--- src/hdl/rofb_pkg.sv ---
// ----------------------------------------------------------------------------
// rofb_pkg
// Shared widths, codes and types of the raster-operation framebuffer.
// ----------------------------------------------------------------------------
`default_nettype none

package rofb_pkg;

  // Default store dimensions.
  localparam int MAX_WIDTH_DEF  = 1024;
  localparam int MAX_HEIGHT_DEF = 1024;

  // Field widths.
  localparam int OFFSET_W   = 20;
  localparam int PIXEL_W    = 8;
  localparam int STATUS_W   = 2;
  localparam int DIM_W      = 11;
  localparam int POS_W      = 10;
  localparam int ROP_W      = 3;
  localparam int CFG_IDX_W  = 3;
  localparam int CFG_DATA_W = 11;
  // Width of the linear address sum before it is cut to the store depth.
  localparam int LIN_W      = 24;

  // Result status codes.
  typedef logic [STATUS_W-1:0] status_t;
  localparam status_t ST_OK    = 2'd0;
  localparam status_t ST_VIEW  = 2'd1;
  localparam status_t ST_RANGE = 2'd2;

  // Raster operations.
  typedef logic [ROP_W-1:0] rop_t;
  localparam rop_t ROP_SET = 3'd0;
  localparam rop_t ROP_ADD = 3'd1;
  localparam rop_t ROP_SUB = 3'd2;
  localparam rop_t ROP_AND = 3'd3;
  localparam rop_t ROP_OR  = 3'd4;
  localparam rop_t ROP_XOR = 3'd5;

  // Access kind.
  localparam logic OP_WRITE = 1'b1;

  // Register indexes.
  typedef logic [CFG_IDX_W-1:0] cfg_idx_t;
  localparam cfg_idx_t CFG_FB_WIDTH    = 3'd0;
  localparam cfg_idx_t CFG_FB_HEIGHT   = 3'd1;
  localparam cfg_idx_t CFG_VIEW_X      = 3'd2;
  localparam cfg_idx_t CFG_VIEW_Y      = 3'd3;
  localparam cfg_idx_t CFG_VIEW_WIDTH  = 3'd4;
  localparam cfg_idx_t CFG_VIEW_HEIGHT = 3'd5;
  localparam cfg_idx_t CFG_RASTER_OP   = 3'd6;

  // Register reset values.
  localparam logic [DIM_W-1:0] FB_WIDTH_RST    = 11'd1000;
  localparam logic [DIM_W-1:0] FB_HEIGHT_RST   = 11'd1000;
  localparam logic [DIM_W-1:0] VIEW_WIDTH_RST  = 11'd1000;
  localparam logic [DIM_W-1:0] VIEW_HEIGHT_RST = 11'd1000;

  // Configuration as seen by the front and back parts; pitch and rows are
  // already clipped to the store size.
  typedef struct packed {
    logic [DIM_W-1:0] pitch;
    logic [DIM_W-1:0] rows;
    logic [POS_W-1:0] view_x;
    logic [POS_W-1:0] view_y;
    logic [DIM_W-1:0] view_width;
    logic [DIM_W-1:0] view_height;
    rop_t             raster_op;
  } cfg_t;

  // Classified job handed from the front part to the back part.
  typedef struct packed {
    logic                op;
    logic [OFFSET_W-1:0] offset;
    logic [PIXEL_W-1:0]  pixel;
    logic                eot;
    status_t             status;
  } job_t;

endpackage

`default_nettype wire

--- src/hdl/rofb_if.sv ---
// ----------------------------------------------------------------------------
// rofb channel interfaces
// Request, response and configuration channels with valid/ready handshakes.
// ----------------------------------------------------------------------------
`default_nettype none


interface rofb_cfg_if;
  logic                            valid;
  logic                            ready;
  logic [rofb_pkg::CFG_IDX_W-1:0]  index;
  logic [rofb_pkg::CFG_DATA_W-1:0] data;

  modport source (output valid, index, data, input ready);
  modport sink   (input valid, index, data, output ready);
endinterface

`default_nettype wire

--- src/hdl/rofb_regs.sv ---
// ----------------------------------------------------------------------------
// rofb_regs
// Configuration register file; clips the framebuffer size to the store.
// ----------------------------------------------------------------------------
`default_nettype none

module rofb_regs #(
  parameter int MAX_WIDTH  = rofb_pkg::MAX_WIDTH_DEF,
  parameter int MAX_HEIGHT = rofb_pkg::MAX_HEIGHT_DEF
) (
  input  logic           clk,
  input  logic           rst,
  rofb_cfg_if.sink       cfg_wr,
  output rofb_pkg::cfg_t cfg
);
  import rofb_pkg::*;

  logic [DIM_W-1:0] fb_width;
  logic [DIM_W-1:0] fb_height;
  logic [POS_W-1:0] view_x;
  logic [POS_W-1:0] view_y;
  logic [DIM_W-1:0] view_width;
  logic [DIM_W-1:0] view_height;
  rop_t             raster_op;

  // Writes are always taken.
  assign cfg_wr.ready = 1'b1;

  // Register writes; an index past the list is dropped.
  always_ff @(posedge clk) begin
    if (rst) begin
      fb_width    <= FB_WIDTH_RST;
      fb_height   <= FB_HEIGHT_RST;
      view_x      <= '0;
      view_y      <= '0;
      view_width  <= VIEW_WIDTH_RST;
      view_height <= VIEW_HEIGHT_RST;
      raster_op   <= ROP_SET;
    end else if (cfg_wr.valid) begin
      unique case (cfg_wr.index)
        CFG_FB_WIDTH:    fb_width    <= cfg_wr.data[DIM_W-1:0];
        CFG_FB_HEIGHT:   fb_height   <= cfg_wr.data[DIM_W-1:0];
        CFG_VIEW_X:      view_x      <= cfg_wr.data[POS_W-1:0];
        CFG_VIEW_Y:      view_y      <= cfg_wr.data[POS_W-1:0];
        CFG_VIEW_WIDTH:  view_width  <= cfg_wr.data[DIM_W-1:0];
        CFG_VIEW_HEIGHT: view_height <= cfg_wr.data[DIM_W-1:0];
        CFG_RASTER_OP:   raster_op   <= cfg_wr.data[ROP_W-1:0];
        default: ;
      endcase
    end
  end

  // A framebuffer larger than the store counts as the store size.
  always_comb begin
    cfg.pitch       = (int'(fb_width) > MAX_WIDTH) ? DIM_W'(MAX_WIDTH) : fb_width;
    cfg.rows        = (int'(fb_height) > MAX_HEIGHT) ? DIM_W'(MAX_HEIGHT) : fb_height;
    cfg.view_x      = view_x;
    cfg.view_y      = view_y;
    cfg.view_width  = view_width;
    cfg.view_height = view_height;
    cfg.raster_op   = raster_op;
  end

endmodule

`default_nettype wire

--- src/flat_wrapper.sv ---
// flat-port wrapper written by rule: the top's interface ports become plain ports
module rofb_regs_flat import rofb_pkg::*;
#(
  parameter int MAX_WIDTH  = rofb_pkg::MAX_WIDTH_DEF,
  parameter int MAX_HEIGHT = rofb_pkg::MAX_HEIGHT_DEF
)
  (clk, rst, cfg, cfg_wr_valid, cfg_wr_index, cfg_wr_data, cfg_wr_ready);
  rofb_cfg_if cfg_wr_i ();
  input  logic clk;
  input  logic rst;
  output rofb_pkg::cfg_t cfg;
  input wire logic [$bits(cfg_wr_i.valid)-1:0] cfg_wr_valid;
  input wire logic [$bits(cfg_wr_i.index)-1:0] cfg_wr_index;
  input wire logic [$bits(cfg_wr_i.data)-1:0] cfg_wr_data;
  output wire logic [$bits(cfg_wr_i.ready)-1:0] cfg_wr_ready;
  assign cfg_wr_i.valid = cfg_wr_valid;
  assign cfg_wr_i.index = cfg_wr_index;
  assign cfg_wr_i.data = cfg_wr_data;
  assign cfg_wr_ready = cfg_wr_i.ready;
  rofb_regs #(.MAX_WIDTH(MAX_WIDTH), .MAX_HEIGHT(MAX_HEIGHT)) u_core (.clk(clk), .rst(rst), .cfg_wr(cfg_wr_i), .cfg(cfg));
endmodule
--- config.mk ---
export PLATFORM = sky130hd
export DESIGN_NAME = rofb_regs_flat
export DESIGN_NICKNAME = d
export VERILOG_FILES = /design/src/hdl/rofb_pkg.sv /design/src/hdl/rofb_if.sv /design/src/hdl/rofb_regs.sv /design/src/flat_wrapper.sv
export SDC_FILE = /design/constraint.sdc
export NUM_CORES = 1
export LEC_CHECK = 0
export BUFFER_PORTS_ARGS = -buffer_cell sky130_fd_sc_hd__buf_2
export CAP_MARGIN = 0
export CELL_PAD_IN_SITES_DETAIL_PLACEMENT = 1
export CELL_PAD_IN_SITES_GLOBAL_PLACEMENT = 1
export CORE_ASPECT_RATIO = 0.75
export CORE_MARGIN = 2
export CORE_UTILIZATION = 35
export DETAILED_ROUTE_END_ITERATION = 12
export PLACE_DENSITY = 0.8
export SLEW_MARGIN = 40
export SYNTH_ARGS = -nofsm -noshare
export SYNTH_HDL_FRONTEND = slang
export SYNTH_SLANG_ARGS = --single-unit
--- constraint.sdc ---
create_clock -name clk -period 1.4 [get_ports clk]
set_clock_uncertainty 0.05 [all_clocks]
set_input_delay 0.42 -clock clk [delete_from_list [all_inputs] [get_ports clk]]
set_output_delay 0.42 -clock clk [all_outputs]
set_load 0.005 [all_outputs]
==> results of run 1 <==
layout make-up:
| cell class | count | area share [%] |
|---|---|---|
| Multi-Input combinational cell | 182 | 37.92 |
| Clock inverter | 2 | 0.9530 |
| Clock buffer | 13 | 4.323 |
| Timing Repair Buffer | 102 | 16.54 |
| Tap cell | 105 | 3.574 |
| Sequential cell | 67 | 36.69 |
worst max-delay path, stage by stage, from the launching register on:
cell	delay, ns
dfxtp_4	0.42
nor2b_1	0.15
buf_2	0.13
cell usage after synthesis:
library cell	n	area share, %
nand4bb_1	3	1.2
buf_2	5	0.89
buf_6	2	0.80
clkbuf_1	17	2.3
mux2i_1	67	24
and4b_1	1	0.36
buf_4	1	0.27
nand4b_1	3	0.93
nor4bb_1	2	0.71
dfxtp_1	67	48
nor2b_1	20	4.4
nor2_1	30	4.0
conb_1	1	0.13
or4b_4	1	0.49
nand2b_1	54	12
stage by stage:
stage	cell area [um2]	TNS [ns]	std cells
2_1_floorplan	2821	-1.183	274
6_report	3676	-1.385	471
3_3_place_gp	3455	-2.619	457
5_1_grt	3676	-2.578	471
3_5_place_dp	3455	-3.162	457
4_1_cts	3664	-1.768	471
power groups by stage:
stage          Sequential, uW  Combinational, uW  Clock, uW
2_1_floorplan            2010                189          0
3_3_place_gp             2010                335          0
3_5_place_dp             2020                342          0
4_1_cts                  1970                342       1630
5_1_grt                  1980                370       1740
6_report                 1970                339       1590
routing by layer:
layer	GRT usage [%]	routed length (um)	vias up
met1	20.61	3326	1051
met5	0	0	-
met4	4.615	68	0
met3	5.476	404	7
met2	28.62	3291	57
li1	-	-	1074
cell families after synthesis:
| family | after synthesis |
|---|---|
| AND/OR/NAND/NOR | 114 |
| buffers and inverters | 25 |
| other | 1 |
| flip-flops | 67 |
| multiplexers | 67 |
how the worst min path moves through the flow:
stage	start	endpoint	slack, ns	depth (start not counted)
floorplan	u_core.fb_width[1]$_SDFFE_PP0P_	u_core.fb_width[1]$_SDFFE_PP0P_	0.40	2
global placement	u_core.fb_height[4]$_SDFFE_PP0P_	u_core.fb_height[4]$_SDFFE_PP0P_	0.41	2
detailed placement	u_core.raster_op[1]$_SDFFE_PP0P_	u_core.raster_op[1]$_SDFFE_PP0P_	0.42	2
CTS	cfg_wr_data[7]	u_core.view_x[7]$_SDFFE_PP0P_	0.32	3
global route	cfg_wr_data[5]	u_core.view_y[5]$_SDFFE_PP0P_	0.33	3
finish	cfg_wr_data[7]	u_core.view_x[7]$_SDFFE_PP0P_	0.33	3
sequential cells by signal (all words and copies together), names as in the netlist:
register / count
u_core.view_x: 10
u_core.fb_width: 11
u_core.fb_height: 11
u_core.view_width: 11
u_core.view_height: 11
u_core.view_y: 10
u_core.raster_op: 3
what timing repair did:
| item | CTS | global route |
|---|---|---|
| setup endpoints to repair | 22 | 22 |
| hold buffers | 0 | 0 |
| gates resized for setup | 13 | 5 |
==> out/summary.txt, run 1 <==
OUTCOME
-------------------------------------------------------------------------------------
Outcome                                                                  finished with violations
Failing checks                                                           negative setup slack

LOGIC SYNTHESIS
-------------------------------------------------------------------------------------
Combinational family with the most area after synthesis                  simple AND/OR/NAND/NOR gates
Syn_nets                                                                          291
Per-instance average area after synthesis                                   10.27 um2
Share of the synthesized netlist area taken by xor and xnor gates                  0%
Post-synthesis sequential element count                                            67
Post-Synth Adder-Cell Area                                                         0%
Proportion of synthesized area in mux cells                                    23.83%
Post-synthesis instance area                                             0.002814 mm2
Post-synthesis cell count                                                         274
Sequential element share of the synthesized area                               47.67%
Distinct cell type count after synthesis                                           15
YS warnings                                                                         0
Share of the synthesized area in compound gates (AO/OA/AOI/OAI)                    0%
Simple logic cell fraction of the synthesized area                             24.14%

SETUP PATH
-------------------------------------------------------------------------------------
Required time worst endpoint                                                  0.93 ns
Crit path from                                                           u_core.fb_height[10]$_SDFFE_PP0P_
Worst setup path endpoint                                                     cfg[49]
Logic depth of the worst register-to-register path                                  2
Critical path type                                                         reg -> out
Startpoint Class                                                                 flop
Worst Path Arrival                                                            1.03 ns
Reg-to-reg setup timing slack                                                 0.59 ns
CP endpoint kind                                                          output port
Reg-to-reg startpoint                                                    u_core.fb_height[10]$_SDFFE_PP0P_
Top fanout value on the critical path                                              12
Critical R2R Capture                                                     u_core.fb_height[10]$_SDFFE_PP0P_

CLOCKING
-------------------------------------------------------------------------------------
CTS sink cnt                                                                       67
CTS Buf Count                                                                       9
Worst-skew pair later-pin latency                                             0.34 ns
CTS tree                                                                          yes
Post-CTS Setup Inserts                                                              0
Max H-tree Level                                                                    3
Buffer depth of the longest clock path                                              2
Root buffer selected by CTS                                                  clkbuf_8
Clock-pin slew of the registers on the worst-case setup and hold paths        0.07 ns

POWER
-------------------------------------------------------------------------------------
Switching portion of total power                                               22.35%
Largest vdd supply drop                                                     0.4154 mV
Power dissipated by switching net loads                                      871.4 uW
Pint                                                                          3028 uW
Power per Cell Area                                                       1061 mW/mm2
Leakage dissipation                                                       0.001870 uW
Flop pwr share                                                                  50.6%
Overall power of the completed layout                                         3900 uW
Clock Power Share                                                               40.7%
Gate power share                                                                 8.7%

FINISH
-------------------------------------------------------------------------------------
Final net count                                                                   379
Sequential cell area                                                     0.001349 mm2
Ant. Diodes                                                                         0
Number of fillers in the final layout                                             925
Total area of multi-input combinational cells                            0.001394 mm2
Most common cell after layout, fill and taps aside                              buf_2
Final core utilization                                                         46.84%
Fraction of layout cells with a size suffix above 1                            35.52%
Leading cell types in the layout, fill and taps excluded                 buf_2 (83), mux2i_1 (67), dfxtp_1 (65), nand2b_1 (54), nor2_1 (30)
Syn-to-layout area delta                                                       30.64%

ROUTING
-------------------------------------------------------------------------------------
Post-route ant nets                                                                 0
Number of vias per cell after detailed routing                                  4.648
1st-pass router iterations                                                          4
Per-cell routed wire length                                                  15.05 um
Total vias in the final route                                                   2,189
DRC errors left                                                                     0
Iteration-0 DRC Markers                                                            47
Drt total wl                                                                  7089 um

FLOORPLAN
-------------------------------------------------------------------------------------
Die extent in y                                                              81.65 um
Effective utilization at floorplan                                             35.86%
Width of the die                                                             107.5 um
Core area                                                                0.007848 mm2
Number of I/O pins                                                                 85
Row cnt                                                                            28
Area of the die                                                          0.008780 mm2

STA
-------------------------------------------------------------------------------------
Tmin final                                                                   1.495 ns
Final period utilization                                                       106.8%
Final setup violating endpoints                                                    22
Maximum operating frequency                                                 668.8 MHz
Final Hold Vio Count                                                                0
Crit path setup slack, layout                                             -0.09521 ns
Number of max-slew violations in the final report                                   0
Setup repair after global routing missed its margin                              true
Worst hold margin                                                           0.3278 ns

GLOBAL ROUTING
-------------------------------------------------------------------------------------
Via count of the first global-routing pass                                      2,285
First-pass GRT wire length                                                  11,230 um
Initial antenna violation count                                                     0
Total global routing track utilization                                         16.81%
Overflow left after global routing                                                  0
Maximum number of pins on one net before global-route repair                       40

HOLD PATH
-------------------------------------------------------------------------------------
Type of the tightest min-delay check                                        in -> reg

RUN
-------------------------------------------------------------------------------------
Number of max-cap violations                                                        0

PLACED DESIGN
-------------------------------------------------------------------------------------
Post-detail-place hpwl                                                        5202 um
Global placement routability congestion                                        0.7429
Number of port buffers                                                             83
Pre-CTS setup slack                                                        -0.1605 ns

Note: power is estimated with default switching activity, not from simulation.
==> run 2, diff against run 1 <==
ABC_AREA = 1   (was unset)
CORE_UTILIZATION = 32   (was 35)
PLACE_DENSITY = 0.79   (was 0.8)
==> out/summary.txt, run 2 <==
GLOBAL ROUTING
-------------------------------------------------------------------------------------
Met3 Resource Use GR                                                           6.436%   was 5.476%
GRT Max-Usage Layer                                                              met2   unchanged
Maximum number of pins on one net before global-route repair                       36   was 40
Via count of the first global-routing pass                                      2,678   was 2,285
Initial antenna violation count                                                     0   unchanged
Global Route met2 Usage                                                        30.98%   was 28.62%
Total global routing track utilization                                         19.34%   was 16.81%
Overflow left after global routing                                                  0   unchanged
Met1 track utilization from global routing                                     25.07%   was 20.61%
First-pass GRT wire length                                                  13,660 um   was 11,230 um

PLACED DESIGN
-------------------------------------------------------------------------------------
Post-detail-place hpwl                                                        5992 um   was 5202 um
Global placement routability congestion                                        0.7898   was 0.7429
Number of port buffers                                                             83   unchanged
Total placed instance area                                               0.003348 mm2   was 0.003455 mm2
Placed Cells                                                                      557   was 457

LOGIC SYNTHESIS
-------------------------------------------------------------------------------------
Post-synthesis cell type with the largest combined area                       dfxtp_1   unchanged
Syn_nets                                                                          378   was 291
Commonest cells post-synth                                               nor2_1 (117), dfxtp_1 (67), nand2_1 (41), o21ai_0 (40), inv_1 (28)   was dfxtp_1 (67), mux2i_1 (67), nand2b_1 (54), nor2_1 (30), nor2b_1 (20)
Per-instance average area after synthesis                                   7.414 um2   was 10.27 um2
Distinct cell type count after synthesis                                           20   was 15
Most common cell in the netlist                                                nor2_1
YS warnings                                                                         0   unchanged
Post-synthesis sequential element count                                            67   unchanged
Top cells by area, synth                                                 dfxtp_1 (50%), nor2_1 (16%), o21ai_0 (7.5%), nand2_1 (5.8%), inv_1 (3.9%)   was dfxtp_1 (48%), mux2i_1 (24%), nand2b_1 (12%), nor2b_1 (4.4%), nor2_1 (4.0%)
Area share of the leading cell type in the synthesized netlist                 50.12%   was 47.67%
Async SR Flop Fraction                                                             0%   unchanged
Post-synthesis cell count                                                         361   was 274
Post-synthesis instance area                                             0.002676 mm2   was 0.002814 mm2
Synth Flop Type                                                               dfxtp_1   unchanged
Sequential element share of the synthesized area                               50.12%   was 47.67%
Number of flops mapped to enable cells by yosys                                     0   unchanged

SETUP PATH
-------------------------------------------------------------------------------------
Reg-to-reg startpoint                                                    u_core.fb_height[10]$_SDFFE_PP0P_   unchanged
Top fanout value on the critical path                                               5   was 12
Logic depth of the worst register-to-register path                                  3   was 2
Required time worst endpoint                                                  0.93 ns   about the same
CP endpoint kind                                                          output port   unchanged
Sequence of cells on the critical path                                   nor2_2, nand3_1, nor2_1, nor2_2, buf_6, nor2_1, buf_2   was nor2b_1, buf_2
Critical path type                                                         reg -> out   unchanged
Critical R2R Capture                                                     u_core.fb_height[10]$_SDFFE_PP0P_   unchanged
Worst Path Arrival                                                            1.36 ns   was 1.03 ns
Crit path from                                                           u_core.fb_height[2]$_SDFFE_PP0P_   was u_core.fb_height[10]$_SDFFE_PP0P_
Cell at the slowest stage of the critical path                                dfxtp_1   was dfxtp_4
Slowest stage delay, CP                                                       0.33 ns   was 0.42 ns
Startpoint Class                                                                 flop   unchanged
Reg-to-reg setup timing slack                                                 0.51 ns   was 0.59 ns
Worst setup path endpoint                                                     cfg[50]   was cfg[49]

ROUTING
-------------------------------------------------------------------------------------
Number of vias per cell after detailed routing                                  4.610   was 4.648
Iteration-0 DRC Markers                                                            67   was 47
Total vias in the final route                                                   2,651   was 2,189
Per-cell routed wire length                                                  14.64 um   was 15.05 um
Drt total wl                                                                  8417 um   was 7089 um
1st-pass router iterations                                                          4   unchanged
Post-route ant nets                                                                 0   unchanged
DRC errors left                                                                     0   unchanged

RUN
-------------------------------------------------------------------------------------
Number of max-cap violations                                                        0   unchanged

CLOCKING
-------------------------------------------------------------------------------------
Root buffer selected by CTS                                                  clkbuf_8   unchanged
Worst-skew pair later-pin latency                                             0.32 ns   was 0.34 ns
CTS Buf Count                                                                       9   unchanged
CTS sink cnt                                                                       67   unchanged
CTS tree                                                                          yes   unchanged
Clock-pin slew of the registers on the worst-case setup and hold paths        0.07 ns   about the same
Buffer depth of the longest clock path                                              2   unchanged
Max H-tree Level                                                                    3   unchanged

POWER
-------------------------------------------------------------------------------------
Leakage dissipation                                                       0.001801 uW   was 0.001870 uW
Overall power of the completed layout                                         4100 uW   was 3900 uW
Largest vdd supply drop                                                     0.6265 mV   was 0.4154 mV
Power per Cell Area                                                       1114 mW/mm2   was 1061 mW/mm2

STA
-------------------------------------------------------------------------------------
Tmin final                                                                   1.826 ns   was 1.495 ns
Maximum operating frequency                                                 547.6 MHz   was 668.8 MHz
Number of max-slew violations in the final report                                   0   unchanged
Final setup violating endpoints                                                    20   was 22
Worst hold margin                                                           0.3588 ns   was 0.3278 ns
Final period utilization                                                       130.4%   was 106.8%
Crit path setup slack, layout                                              -0.4262 ns   was -0.09521 ns
Final Hold Vio Count                                                                0   unchanged
Setup repair after global routing missed its margin                              true   unchanged

FINISH
-------------------------------------------------------------------------------------
Post-route standard cell area excluding fillers                          0.003679 mm2   was 0.003676 mm2
Leading cell types in the layout, fill and taps excluded                 nor2_1 (100), buf_2 (83), dfxtp_1 (59), nand2_1 (41), o21ai_0 (40)   was buf_2 (83), mux2i_1 (67), dfxtp_1 (65), nand2b_1 (54), nor2_1 (30)
Syn-to-layout area delta                                                       37.45%   was 30.64%
Final net count                                                                   482   was 379
Fraction of layout cells with a size suffix above 1                            36.17%   was 35.52%
Number of fillers in the final layout                                           1,019   was 925
Ant. Diodes                                                                         0   unchanged
Final cell count without fillers                                                  575   was 471
Most common cell after layout, fill and taps aside                             nor2_1   was buf_2

FLOORPLAN
-------------------------------------------------------------------------------------
Number of I/O pins                                                                 85   unchanged
Area of the die                                                          0.009119 mm2   was 0.008780 mm2
Die extent in y                                                              83.20 um   was 81.65 um
Width of the die                                                             109.6 um   was 107.5 um
Effective utilization at floorplan                                             33.51%   was 35.86%
Core area                                                                0.007988 mm2   was 0.007848 mm2
Row cnt                                                                            28   unchanged

OUTCOME
-------------------------------------------------------------------------------------
Failing checks                                                           negative setup slack   unchanged
Outcome                                                                  finished with violations   unchanged

HOLD PATH
-------------------------------------------------------------------------------------
Type of the tightest min-delay check                                        in -> reg   unchanged

-- run 2: cell types whose count changed in the layout (fill, tap and decap cells not counted), sizes merged, moves of 12 or more --
cell | previous run | this run
nand2 | 0 | 44
nand2b | 54 | 0
mux2i | 67 | 0
inv | 0 | 35
o21ai | 0 | 43
nand3 | 0 | 17
o211ai | 0 | 12
nor2b | 20 | 0
nor2 | 30 | 125
-- run 2: worst min-delay path by stage --
stage / from / end / slack (ns) / depth (start not counted)
floorplan: u_core.view_height[3]$_SDFFE_PP1P_ / u_core.view_height[3]$_SDFFE_PP1P_ / 0.40 / 2
global placement: u_core.view_height[9]$_SDFFE_PP1P_ / u_core.view_height[9]$_SDFFE_PP1P_ / 0.39 / 2
detailed placement: u_core.view_width[7]$_SDFFE_PP1P_ / u_core.view_width[7]$_SDFFE_PP1P_ / 0.41 / 2
CTS: cfg_wr_data[10] / u_core.view_height[10]$_SDFFE_PP0P_ / 0.35 / 3
global route: cfg_wr_data[10] / u_core.view_height[10]$_SDFFE_PP0P_ / 0.36 / 3
finish: cfg_wr_data[10] / u_core.view_height[10]$_SDFFE_PP0P_ / 0.36 / 3
-- run 2: logic make-up (layout without fill, tap and decap cells) --
group           after synthesis  in the layout  synth area share, %
compound gates               55             55                11.41
buf+inv                      53            161                9.397
flops                        67             67                50.12
other cells                   1              1               0.1401
simple gates                185            186                28.94
-- run 2: stage by stage --
| step | setup TNS [ns] | util [%] | setup slack [ns] |
|---|---|---|---|
| detailed placement | -1.393 | 41.92 | -0.1014 |
| floorplan | 0 | - | 0.1568 |
| global placement | -0.8388 | 41.92 | -0.05404 |
| finish | -7.164 | 46.05 | -0.4262 |
| global route | -9.031 | 46.05 | -0.5174 |
| CTS | -7.691 | 45.13 | -0.4608 |
-- run 2: repair_timing --
item,CTS,global route
cloned,0,1
gates resized for setup,16,25
pin swaps,8,16
setup buffers,1,2
hold buffers,0,0
endpoints found under the hold margin,0,0
setup endpoints to repair,20,21
-- run 2: area by class of cell --
cell class                      count  area (um2)  share of cell area (%)
Sequential cell                    67        1351                   36.73
Multi-Input combinational cell    242        1172                   31.87
Timing Repair Buffer              110       686.9                   18.67
Clock buffer                       13       158.9                   4.320
Inverter                           35       131.4                   3.571
Tap cell                          105       131.4                   3.571
Clock inverter                      3       46.29                   1.259
-- run 2: worst max-delay path, delay by kind of cell, from the launching register on --
family	cells	cell delay, ns
AND/OR/NAND/NOR	5	0.47
buffers and inverters	2	0.24
flip-flops	1	0.33
-- run 2: power breakdown --
group	leakage, uW	internal [uW]	switching, uW	total (uW)
Combinational	0.00116	186	259	445
Clock	0.0000998	925	718	1640
Sequential	0.000546	1970	37.3	2010
Total	0.00180	3090	1010	4100
-- run 2: routing by layer --
layer  up-vias  part of all wire [%]
met3        11                   6.2
met2        62                    47
met5         -                     0
met4         0                   1.2
li1       1335                     -
met1      1243                    45
==> run 3, diff against run 2 <==
SETUP_SLACK_MARGIN = 0.02   (was unset)
==> out/summary.txt, run 3 (synthesis results as in run 2) <==
OUTCOME
-------------------------------------------------------------------------------------
Outcome                                                                  finished with violations   unchanged
Failing checks                                                           negative setup slack   unchanged

FINISH
-------------------------------------------------------------------------------------
Final core utilization                                                         46.13%   was 46.05%
Ant. Diodes                                                                         0   unchanged
Final net count                                                                   482   unchanged
Fraction of layout cells with a size suffix above 1                            36.17%   unchanged
Most common cell after layout, fill and taps aside                             nor2_1   unchanged
Leading cell types in the layout, fill and taps excluded                 nor2_1 (100), buf_2 (82), dfxtp_1 (59), nand2_1 (41), o21ai_0 (40)   was nor2_1 (100), buf_2 (83), dfxtp_1 (59), nand2_1 (41), o21ai_0 (40)
Syn-to-layout area delta                                                       37.68%   was 37.45%
Final cell count without fillers                                                  575   unchanged
Post-route standard cell area excluding fillers                          0.003685 mm2   was 0.003679 mm2

SETUP PATH
-------------------------------------------------------------------------------------
Critical path type                                                         reg -> out   unchanged
Worst setup path endpoint                                                     cfg[50]   unchanged
CP endpoint kind                                                          output port   unchanged
Worst Path Arrival                                                            1.36 ns   about the same
Crit path from                                                           u_core.fb_height[2]$_SDFFE_PP0P_   unchanged
Top fanout value on the critical path                                               5   unchanged
Reg-to-reg startpoint                                                    u_core.fb_height[10]$_SDFFE_PP0P_   unchanged
Reg-to-reg setup timing slack                                                 0.51 ns   about the same
Required time worst endpoint                                                  0.93 ns   about the same
Logic depth of the worst register-to-register path                                  3   unchanged
Critical R2R Capture                                                     u_core.fb_height[10]$_SDFFE_PP0P_   unchanged
Startpoint Class                                                                 flop   unchanged

CLOCKING
-------------------------------------------------------------------------------------
Root buffer selected by CTS                                                  clkbuf_8   unchanged
CTS Buf Count                                                                       9   unchanged
Max H-tree Level                                                                    3   unchanged
Buffer depth of the longest clock path                                              2   unchanged
Clock-pin slew of the registers on the worst-case setup and hold paths        0.07 ns   about the same
CTS tree                                                                          yes   unchanged
Post-CTS Hold Fix Bufs                                                              0   unchanged
Worst-skew pair later-pin latency                                             0.33 ns   was 0.32 ns
CTS sink cnt                                                                       67   unchanged

GLOBAL ROUTING
-------------------------------------------------------------------------------------
Overflow left after global routing                                                  0   unchanged
Total global routing track utilization                                         19.34%   unchanged
Maximum number of pins on one net before global-route repair                       36   unchanged
Met1 track utilization from global routing                                     25.02%   was 25.07%
GRT Max-Usage Layer                                                              met2   unchanged
Global Route met2 Usage                                                        30.98%   unchanged
Met3 Resource Use GR                                                           6.515%   was 6.436%
First-pass GRT wire length                                                  13,660 um   unchanged
Initial antenna violation count                                                     0   unchanged
Via count of the first global-routing pass                                      2,680   was 2,678

STA
-------------------------------------------------------------------------------------
Number of max-slew violations in the final report                                   0   unchanged
Tmin final                                                                   1.827 ns   was 1.826 ns
Final Hold Vio Count                                                                0   unchanged
Crit path setup slack, layout                                              -0.4267 ns   was -0.4262 ns
Worst hold margin                                                           0.3563 ns   was 0.3588 ns
Final setup violating endpoints                                                    20   unchanged
Setup repair after global routing missed its margin                              true   unchanged
Final period utilization                                                       130.5%   was 130.4%
Maximum operating frequency                                                 547.4 MHz   was 547.6 MHz

FLOORPLAN
-------------------------------------------------------------------------------------
Core area                                                                0.007988 mm2   unchanged
Effective utilization at floorplan                                             33.51%   unchanged
Number of I/O pins                                                                 85   unchanged
Width of the die                                                             109.6 um   unchanged
Row cnt                                                                            28   unchanged
Area of the die                                                          0.009119 mm2   unchanged
Die extent in y                                                              83.20 um   unchanged

POWER
-------------------------------------------------------------------------------------
Power per Cell Area                                                       1114 mW/mm2   about the same
Largest vdd supply drop                                                     0.6265 mV   about the same
Leakage dissipation                                                       0.001801 uW   about the same

PLACED DESIGN
-------------------------------------------------------------------------------------
Post-detail-place hpwl                                                        5992 um   unchanged
Total placed instance area                                               0.003348 mm2   unchanged
Number of port buffers                                                             83   unchanged
Global placement routability congestion                                        0.7898   unchanged
Placed Cells                                                                      557   unchanged

ROUTING
-------------------------------------------------------------------------------------
Per-cell routed wire length                                                  14.69 um   was 14.64 um
Number of vias per cell after detailed routing                                  4.600   was 4.610
DRC errors left                                                                     0   unchanged
Drt total wl                                                                  8447 um   was 8417 um
Iteration-0 DRC Markers                                                            68   was 67
Post-route ant nets                                                                 0   unchanged
Total vias in the final route                                                   2,645   was 2,651
1st-pass router iterations                                                          4   unchanged

RUN
-------------------------------------------------------------------------------------
Number of max-cap violations                                                        0   unchanged

HOLD PATH
-------------------------------------------------------------------------------------
Type of the tightest min-delay check                                        in -> reg   unchanged

[run 3: final cells by class]
cell class | count | area [um2]
clock buffers | 13 | 158.9
clock inverters | 3 | 46.29
fillers | 1017 | 4303
inverters | 35 | 131.4
multi-input cells | 242 | 1172
flip-flops and latches | 67 | 1351
well taps | 105 | 131.4
repair buffers | 110 | 693.2
[run 3: critical path: stages (launching register included)]
cell and delay [ns]:
dfxtp_1 0.33, nor2_2 0.11, nand3_1 0.09, nor2_1 0.13, nor2_2 0.07, buf_6 0.13
nor2_1 0.07, buf_2 0.11
[run 3: through the flow]
stage	TNS (ns)	total power, uW	setup slack, ns
5_1_grt	-9.031	4298	-0.5174
2_1_floorplan	0	2246	0.1568
4_1_cts	-7.691	4139	-0.4608
6_report	-7.172	4104	-0.4267
3_5_place_dp	-1.393	2476	-0.1014
3_3_place_gp	-0.8388	2459	-0.05404
[run 3: report_power, final]
part	internal [uW]	total, uW	leakage (uW)	switching, uW
clock	925	1650	0.0000998	721
sequential	1970	2010	0.000546	37.5
combinational	187	447	0.00116	260
total	3090	4100	0.00180	1020
[run 3: routing by layer]
metal | vias up | wire [um]
met5 | - | 0
met2 | 62 | 3977
li1 | 1335 | -
met1 | 1237 | 3843
met4 | 0 | 105
met3 | 11 | 521
[run 3: how the worst min path moves through the flow]
stage / from / endpoint / slack (ns) / cells past startpoint
global placement: u_core.view_height[9]$_SDFFE_PP1P_ / u_core.view_height[9]$_SDFFE_PP1P_ / 0.39 / 2
finish: cfg_wr_data[10] / u_core.view_height[10]$_SDFFE_PP0P_ / 0.36 / 3
detailed placement: u_core.view_width[7]$_SDFFE_PP1P_ / u_core.view_width[7]$_SDFFE_PP1P_ / 0.41 / 2
floorplan: u_core.view_height[3]$_SDFFE_PP1P_ / u_core.view_height[3]$_SDFFE_PP1P_ / 0.40 / 2
global route: cfg_wr_data[10] / u_core.view_height[10]$_SDFFE_PP0P_ / 0.36 / 3
CTS: cfg_wr_data[10] / u_core.view_height[10]$_SDFFE_PP0P_ / 0.35 / 3
[run 3: timing repair]
| item | CTS | global route |
|---|---|---|
| buffers inserted | 1 | 2 |
| pin swaps | 8 | 16 |
| endpoints found under the setup margin | 22 | 22 |
| endpoints found under the hold margin | 0 | 0 |
| cloned | 0 | 1 |
| gates resized for setup | 18 | 24 |
